[config.mk]
export PLATFORM = sky130hd
export DESIGN_NAME = yuv422_to_rgb888
export DESIGN_NICKNAME = d
export VERILOG_FILES = /design/src/rtl/y2r_pkg.sv /design/src/rtl/y2r_mult.sv /design/src/rtl/y2r_sum.sv /design/src/rtl/y2r_clamp.sv /design/src/rtl/yuv422_to_rgb888.sv
export SDC_FILE = /design/constraint.sdc
export NUM_CORES = 1
export LEC_CHECK = 0
export BUFFER_PORTS_ARGS = -buffer_cell sky130_fd_sc_hd__buf_2
export CAP_MARGIN = 0
export CORE_MARGIN = 2
export CORE_UTILIZATION = 40
export DETAILED_ROUTE_END_ITERATION = 6
export HOLD_SLACK_MARGIN = 0.08
export PLACE_DENSITY_LB_ADDON = 0.1
export SLEW_MARGIN = 20
export SYNTH_ARGS = -nofsm -noshare
export SYNTH_HDL_FRONTEND = slang
export SYNTH_HIERARCHICAL = 1
export SYNTH_SLANG_ARGS = --single-unit
[constraint.sdc]
create_clock -name clock -period 4 [get_ports clock]
set_input_delay 0 -clock clock [delete_from_list [all_inputs] [get_ports clock]]
set_output_delay 0 -clock clock [all_outputs]
set_load 0.05 [all_outputs]
[src/rtl/y2r_pkg.sv]
// ----------------------------------------------------------------------------
// y2r_pkg
// types, constants and saturation helper for the yuv 4:2:2 to rgb888 block
// ----------------------------------------------------------------------------
package y2r_pkg;

   localparam int PIX_W  = 8;
   localparam int PROD_W = 17;
   localparam int SUM_W  = 18;

   localparam logic signed [PROD_W-1:0] CV_RED   = 17'sd358;
   localparam logic signed [PROD_W-1:0] CV_GREEN = 17'sd182;
   localparam logic signed [PROD_W-1:0] CU_GREEN = 17'sd88;
   localparam logic signed [PROD_W-1:0] CU_BLUE  = 17'sd454;
   localparam logic signed [SUM_W-1:0]  SAT_MAX  = 18'sd65280;

   typedef struct packed {
      logic [PIX_W-1:0] luma_first;
      logic [PIX_W-1:0] chroma_u;
      logic [PIX_W-1:0] luma_second;
      logic [PIX_W-1:0] chroma_v;
   } y2r_req_type;

   typedef struct packed {
      logic [PIX_W-1:0] red_first;
      logic [PIX_W-1:0] green_first;
      logic [PIX_W-1:0] blue_first;
      logic [PIX_W-1:0] red_second;
      logic [PIX_W-1:0] green_second;
      logic [PIX_W-1:0] blue_second;
   } y2r_rsp_type;

   typedef struct packed {
      logic [PIX_W-1:0]         luma_first;
      logic [PIX_W-1:0]         luma_second;
      logic signed [PROD_W-1:0] red_v;
      logic signed [PROD_W-1:0] green_u;
      logic signed [PROD_W-1:0] green_v;
      logic signed [PROD_W-1:0] blue_u;
   } y2r_prod_type;

   typedef struct packed {
      logic signed [SUM_W-1:0] red_first;
      logic signed [SUM_W-1:0] green_first;
      logic signed [SUM_W-1:0] blue_first;
      logic signed [SUM_W-1:0] red_second;
      logic signed [SUM_W-1:0] green_second;
      logic signed [SUM_W-1:0] blue_second;
   } y2r_sum_type;

   function automatic logic [PIX_W-1:0] y2r_sat(input logic signed [SUM_W-1:0] sum);
      logic [PIX_W-1:0] res;
      if (sum < 0) begin
         res = '0;
      end else if (sum > SAT_MAX) begin
         res = '1;
      end else begin
         res = sum[15:8];
      end
      return res;
   endfunction

endpackage

[src/rtl/y2r_mult.sv]
// ----------------------------------------------------------------------------
// y2r_mult
// first stage: removes the chroma offset and forms the four chroma products
// ----------------------------------------------------------------------------
module y2r_mult
   import y2r_pkg::*;
(
   input  logic         clock,
   input  logic         reset,
   input  logic         in_valid,
   output logic         in_ready,
   input  y2r_req_type  in_item,
   output logic         out_valid,
   input  logic         out_ready,
   output y2r_prod_type out_item
);

   logic                     valid_ff;
   logic                     valid_in;
   y2r_prod_type             item_ff;
   y2r_prod_type             item_in;
   y2r_prod_type             prod;
   logic signed [PROD_W-1:0] u_wide;
   logic signed [PROD_W-1:0] v_wide;

   // chroma minus 128 is the byte with its top bit flipped, read as signed
   assign u_wide = PROD_W'($signed({~in_item.chroma_u[PIX_W-1], in_item.chroma_u[PIX_W-2:0]}));
   assign v_wide = PROD_W'($signed({~in_item.chroma_v[PIX_W-1], in_item.chroma_v[PIX_W-2:0]}));

   always_comb begin
      prod.luma_first  = in_item.luma_first;
      prod.luma_second = in_item.luma_second;
      prod.red_v       = v_wide * CV_RED;
      prod.green_u     = u_wide * CU_GREEN;
      prod.green_v     = v_wide * CV_GREEN;
      prod.blue_u      = u_wide * CU_BLUE;
   end

   assign in_ready = !valid_ff || out_ready;
   assign valid_in = in_ready ? in_valid : valid_ff;
   assign item_in  = (in_ready && in_valid) ? prod : item_ff;

   always_ff @(posedge clock) begin
      if (reset) begin
         valid_ff <= 1'b0;
      end else begin
         valid_ff <= valid_in;
      end
   end

   always_ff @(posedge clock) begin
      item_ff <= item_in;
   end

   assign out_valid = valid_ff;
   assign out_item  = item_ff;

endmodule

[src/rtl/y2r_sum.sv]
// ----------------------------------------------------------------------------
// y2r_sum
// second stage: adds scaled luma and chroma products for all six channels
// ----------------------------------------------------------------------------
module y2r_sum
   import y2r_pkg::*;
(
   input  logic         clock,
   input  logic         reset,
   input  logic         in_valid,
   output logic         in_ready,
   input  y2r_prod_type in_item,
   output logic         out_valid,
   input  logic         out_ready,
   output y2r_sum_type  out_item
);

   logic                    valid_ff;
   logic                    valid_in;
   y2r_sum_type             item_ff;
   y2r_sum_type             item_in;
   y2r_sum_type             sum;
   logic signed [SUM_W-1:0] y_first;
   logic signed [SUM_W-1:0] y_second;
   logic signed [SUM_W-1:0] red_c;
   logic signed [SUM_W-1:0] green_c;
   logic signed [SUM_W-1:0] blue_c;

   assign y_first  = $signed({2'b00, in_item.luma_first, 8'h00});
   assign y_second = $signed({2'b00, in_item.luma_second, 8'h00});

   // chroma terms shared by both pixels
   assign red_c   = SUM_W'(in_item.red_v);
   assign green_c = -SUM_W'(in_item.green_u) - SUM_W'(in_item.green_v);
   assign blue_c  = SUM_W'(in_item.blue_u);

   always_comb begin
      sum.red_first    = y_first + red_c;
      sum.green_first  = y_first + green_c;
      sum.blue_first   = y_first + blue_c;
      sum.red_second   = y_second + red_c;
      sum.green_second = y_second + green_c;
      sum.blue_second  = y_second + blue_c;
   end

   assign in_ready = !valid_ff || out_ready;
   assign valid_in = in_ready ? in_valid : valid_ff;
   assign item_in  = (in_ready && in_valid) ? sum : item_ff;

   always_ff @(posedge clock) begin
      if (reset) begin
         valid_ff <= 1'b0;
      end else begin
         valid_ff <= valid_in;
      end
   end

   always_ff @(posedge clock) begin
      item_ff <= item_in;
   end

   assign out_valid = valid_ff;
   assign out_item  = item_ff;

endmodule

[src/rtl/y2r_clamp.sv]
// ----------------------------------------------------------------------------
// y2r_clamp
// last stage: saturates each channel to 0..0xff00, keeps the high byte
// ----------------------------------------------------------------------------
module y2r_clamp
   import y2r_pkg::*;
(
   input  logic        clock,
   input  logic        reset,
   input  logic        in_valid,
   output logic        in_ready,
   input  y2r_sum_type in_item,
   output logic        out_valid,
   input  logic        out_ready,
   output y2r_rsp_type out_item
);

   logic        valid_ff;
   logic        valid_in;
   y2r_rsp_type item_ff;
   y2r_rsp_type item_in;
   y2r_rsp_type pix;

   always_comb begin
      pix.red_first    = y2r_sat(in_item.red_first);
      pix.green_first  = y2r_sat(in_item.green_first);
      pix.blue_first   = y2r_sat(in_item.blue_first);
      pix.red_second   = y2r_sat(in_item.red_second);
      pix.green_second = y2r_sat(in_item.green_second);
      pix.blue_second  = y2r_sat(in_item.blue_second);
   end

   assign in_ready = !valid_ff || out_ready;
   assign valid_in = in_ready ? in_valid : valid_ff;
   assign item_in  = (in_ready && in_valid) ? pix : item_ff;

   always_ff @(posedge clock) begin
      if (reset) begin
         valid_ff <= 1'b0;
      end else begin
         valid_ff <= valid_in;
      end
   end

   always_ff @(posedge clock) begin
      item_ff <= item_in;
   end

   assign out_valid = valid_ff;
   assign out_item  = item_ff;

endmodule

[src/rtl/yuv422_to_rgb888.sv]
// ----------------------------------------------------------------------------
// yuv422_to_rgb888
// converts one packed 4:2:2 word into two rgb888 pixels
//
//   channel  direction  handshake              payload
//   req      in         req_valid / req_ready  y2r_req_type (two lumas, u, v)
//   rsp      out        rsp_valid / rsp_ready  y2r_rsp_type (two rgb pixels)
//
// one item per cycle while rsp is not stalled; registered stages: products, sums, saturation
// each stage holds one item; ready runs back from rsp_ready through the stages
// a stall at rsp holds every full stage, empty stages keep filling
// synchronous reset empties the pipeline
// ----------------------------------------------------------------------------
module yuv422_to_rgb888
   import y2r_pkg::*;
(
   input  logic        clock,
   input  logic        reset,
   input  logic        req_valid,
   output logic        req_ready,
   input  y2r_req_type req_item,
   output logic        rsp_valid,
   input  logic        rsp_ready,
   output y2r_rsp_type rsp_item
);

   logic         prod_valid;
   logic         prod_ready;
   y2r_prod_type prod_item;
   logic         sum_valid;
   logic         sum_ready;
   y2r_sum_type  sum_item;

   y2r_mult u_mult (
      .clock     (clock),
      .reset     (reset),
      .in_valid  (req_valid),
      .in_ready  (req_ready),
      .in_item   (req_item),
      .out_valid (prod_valid),
      .out_ready (prod_ready),
      .out_item  (prod_item)
   );

   y2r_sum u_sum (
      .clock     (clock),
      .reset     (reset),
      .in_valid  (prod_valid),
      .in_ready  (prod_ready),
      .in_item   (prod_item),
      .out_valid (sum_valid),
      .out_ready (sum_ready),
      .out_item  (sum_item)
   );

   y2r_clamp u_clamp (
      .clock     (clock),
      .reset     (reset),
      .in_valid  (sum_valid),
      .in_ready  (sum_ready),
      .in_item   (sum_item),
      .out_valid (rsp_valid),
      .out_ready (rsp_ready),
      .out_item  (rsp_item)
   );

endmodule

### Word-level counts from Yosys, hierarchy flattened

Index checks and enable logic that the tools add are counted.

| storage, ports and cells | value |
|---|---|
| flip-flop bits (word level) | 236 |
| input bits | 36 |
| logic and storage cells | 62 |

| operators by class | value |
|---|---|
| add/subtract/negate cells | 8 |
| $mul | 4 |
| magnitude comparators | 12 |
| mux-type cells | 6 |
| bitwise operators | 2 |
| reductions and logical operators | 9 |

Operators with widths:

| operator | number |
|---|---|
| $gt A18 B17 Y1 const B | 6 |
| $lt A18 B1 Y1 const B | 6 |
| $add A17 B17 Y18 | 4 |
| $mux W8 | 6 |
| $add A17 B18 Y18 | 2 |
| $mul A8 B9 Y16 const B | 2 |
| $neg A16 Y18 | 1 |
| $sub A18 B17 Y18 | 1 |
| $mul A8 B8 Y16 const B | 1 |
| $mul A8 B5 Y13 const B | 1 |
| $logic_and A1 B1 Y1 | 3 |
| $logic_not A1 Y1 | 3 |
| $logic_or A1 B1 Y1 | 3 |
| $not A1 Y1 | 2 |

### Logic depth before layout (Yosys ltp)

| depth | value |
|---|---|
| word-level depth | 5 |
| gate-level depth with buffers | 21 |
| mapped depth without buffers | 20 |

### Cells and area by module

The synthesis kept the hierarchy.

Modules (own cells, without submodules):

| module | times used | cells an instance | area each (um^2) | sequential area each (um^2) |
|---|---|---|---|---|
| y2r_mult | 1 | 596 | 6653.9 | 2212.1 |
| y2r_sum | 1 | 503 | 5729.2 | 2542.4 |
| y2r_clamp | 1 | 161 | 1931.9 | 1461.4 |

### Worst setup path before layout

Ideal clock, no wire load.

| timing path | value |
|---|---|
| path kind | register to register |
| start point | register u_mult.item_ff, in the netlist u_mult/out_item[18] |
| end point | register u_sum.item_ff, in the netlist u_sum/out_item[89], data pin |
| library setup time | 270 ps |
| data arrival time | 3771 ps |
| slack | -40 ps |
| stages on the path, launching flop included | 19 |
| path buffers | 0 |
| cell sequence | edfxtp_1 ha_1 inv_1 ha_1 fa_1 a21oi_1 o21a_1 nor3_1 nor2_1 xnor2_1 ha_1 a21oi_1 nor2b_1 o21a_1 o31a_1 nor4_1 a2111oi_4 a311oi_1 xor2_1 |

RTL lines:

| element | RTL line | text |
|---|---|---|
| start, declared | y2r_mult.sv:20 | `y2r_prod_type item_ff;` |
| start signal, assigned | y2r_mult.sv:52 | `item_ff <= item_in;` |
| end signal, assigned | y2r_sum.sv:59 | `item_ff <= item_in;` |
| end, declared | y2r_sum.sv:20 | `y2r_sum_type item_ff;` |

==> flow_summary.yaml <==
global_routing:
  grtUsageTotal_pct: 16.3
  grt_pass1_wl_um: 42400
  grt_max_degree: 61
  first_global_vias: 8170
  gr-total-overflow: 0
  antenna_found_initial: 0
cts:
  cts.clk_slew.worst_paths_ps: 70
  clock-root-buffer: "clkbuf_16"
  clock_sink_count: 174
  htree_levels: 4
  cts_buffers: 17
  cts.path.max_buffers: 2
  cts_tree: "done"
  clkLatencyLatePin_ps: 440
routing:
  vias: 8172
  drc: 0
  drtPass1Iterations: 4
  antenna_left: 0
  wl_per_cell_um: 14.8
  drt-total-wl_um: 26100
  vias_per_cell: 4.63
  drtIter0Drc: 361
outcome:
  status: "finished, final reports clean"
die:
  fp.dieArea_mm2: 0.0339
  fp.dieW_um: 184
  coreArea_mm2: 0.0318
  fp.dieH_um: 184
  io_pins: 86
  initial_core_util_pct: 40.8
  rows: 65
layout:
  n_fill_cell: 2908
  diodes: 0
  fin_util_pct: 47.9
  drive_gt1_share_pct: 16.0
  nets: 1612
  areaGrowthSynthToFinish_pct: 17.4
timing:
  fin_crit_ps: 3860
  drv_slew: 0
  fmax_mhz: 259
  max_slew_margin_pct: 48.9
  worst_pin_slew_ps: 767
  period_share_pct: 96.6
  rsz0062_at_grt: "yes"
  finalSetupViolCount: 0
  finalHoldViolCount: 0
  clock_skew_ps: 11.9
synth:
  postSynthAreaPerCell_um2: 11.0
  synth.cell_area_mm2: 0.0130
  ys_warn_count: 6
  postSynthCellCount: 1184
setup_path:
  crit_fanout: 3
  critPathTopFamily: "compound AO/OA/AOI/OAI gates"
  critPathKind: "reg -> reg"
  worstSetupEndpointType: "flop"
  critPathRequiredTime_ps: 4170
  start_kind: "flop"
  cp_data_arrival_time_ps: 4040
  crit_top_cell: "o21a_1"
  worst_r2r_path_depth: 19
  r2r_setup_slack_ps: 140
  crit_buf_inv: 2
  critPathSlowestCell: "o41ai_4"
  worstPathCellList: "inv_2 -> ha_4 -> ha_4 -> a2111oi_4 -> o21a_1 -> nor3_2 -> o21ai_1 -> nand2b_1 -> a21oi_2 -> xnor2_2 -> ha_1 -> nand2_1 -> o21ai_2 -> o21a_1 -> o21a_1 -> o41ai_4 -> buf_4 -> a211oi_2 -> xor2_1"
  rr_endpoint: "u_sum/out_item[35]$_DFFE_PP_"
  timing.rr.start: "u_mult/out_item[22]$_DFFE_PP_"
  crit_path_max_incr_delay_ps: 390
min_path:
  hold_class: "in -> reg"
  hold_depth: 3
  worstHoldStart: "req_item[7]"
  min_to: "u_mult/out_item[67]$_DFFE_PP_"
placed_design:
  hpwl_um: 21200
  place_congestion: 0.794
  portBuffers: 85
pwr:
  total_power_mw: 12.1
  p_per_area_mw_per_mm2: 796
  peakVddDrop_uv: 443
  leakagePower_nw: 6.81
job:
  maxCapViolCount: 0
[where the power goes]
group / total, mW / internal (mW) / switching (mW)
clock: 1.84 / 1.12 / 0.715
combinational: 7.14 / 3.28 / 3.86
sequential: 3.16 / 2.91 / 0.249
[routing by layer]
| layer | vias to the layer above | GRT usage (%) | part of all wire [%] |
|---|---|---|---|
| met1 | 3778 | 21.6 | 48 |
| met4 | 0 | 4.67 | 1.5 |
| met5 | - | 0 | 0 |
| li1 | 4278 | - | - |
| met3 | 25 | 2.45 | 2.3 |
| met2 | 91 | 27.6 | 48 |
[worst max path at each step]
stage                             startpoint                      endpoint  slack (ps)  depth (start not counted)
2_1_floorplan  u_mult/out_item[18]$_DFFE_PP_  u_sum/out_item[89]$_DFFE_PP_          90                         18
3_3_place_gp   u_mult/out_item[22]$_DFFE_PP_  u_sum/out_item[35]$_DFFE_PP_         -60                         19
3_5_place_dp   u_mult/out_item[22]$_DFFE_PP_  u_sum/out_item[35]$_DFFE_PP_        -140                         19
4_1_cts        u_mult/out_item[22]$_DFFE_PP_  u_sum/out_item[89]$_DFFE_PP_          10                         18
5_1_grt        u_mult/out_item[22]$_DFFE_PP_  u_sum/out_item[35]$_DFFE_PP_         -50                         19
6_report       u_mult/out_item[22]$_DFFE_PP_  u_sum/out_item[35]$_DFFE_PP_         140                         19
[worst min-delay path: cells and delay by family]
| kind | cells | cell delay (ps) |
|---|---|---|
| xor+xnor | 1 | 130 |
| buf+inv | 2 | 310 |
[repair_timing]
item                                    CTS  global route
pin swaps                                 0            19
endpoints found under the setup margin    2             5
resized for setup                         4            49
hold buffers                             22             0
setup buffers                             0             5
gates cloned                              0             0
endpoints found under the hold margin    21             0
[sequential cells by signal, summed over array words and instances (netlist names)]
register           count
u_sum/out_valid        1
u_sum/out_item        60
u_clamp/out_valid      1
u_clamp/out_item      48
u_mult/out_valid       1
u_mult/out_item       63
[layout make-up]
class	count	area (um^2)	share of cell area [%]
Clock inverter	14	233	1.53
Tap cell	435	544	3.57
Sequential cell	174	5190	34.1
Timing Repair Buffer	135	856	5.62
Clock buffer	18	429	2.82
Multi-Input combinational cell	794	7250	47.6
Inverter	196	736	4.83
[placed cells by master (no fill, tap or decap), types with 5 or more instances in the layout]
cell             n
inv_1          192
ha_1           188
edfxtp_1       171
nor2_1         153
buf_2           85
xnor2_1         66
fa_1            53
a21oi_1         46
buf_4           28
o21ai_0         26
dlygate4sd3_1   22
nand2_1         22
xor2_1          19
a21o_1          18
clkbuf_16       17
o21a_1          17
nor2b_1         14
nand2b_1        14
nor3_1          13
ha_4            13
a21oi_2         10
o21bai_1        10
nand3_1          9
a211oi_1         7
o22ai_1          6
bufinv_16        5
and3_1           5
nor3b_1          5
[stage by stage]
stage / setup TNS, ps / instance area [um^2] / hold slack (ps) / setup slack [ps] / instances
after CTS: 0 / 14900 / 103 / 10.1 / 1761
final: 0 / 15200 / 111 / 137 / 1766
after detailed placement: -141 / 14000 / 178 / -141 / 1707
after global placement: -57.6 / 14000 / 179 / -57.6 / 1707
after global routing: -76.8 / 15200 / 125 / -48.7 / 1766
after floorplan: 0 / 13000 / 62.4 / 91.2 / 1187
Note: power is estimated with default switching activity, not from simulation.
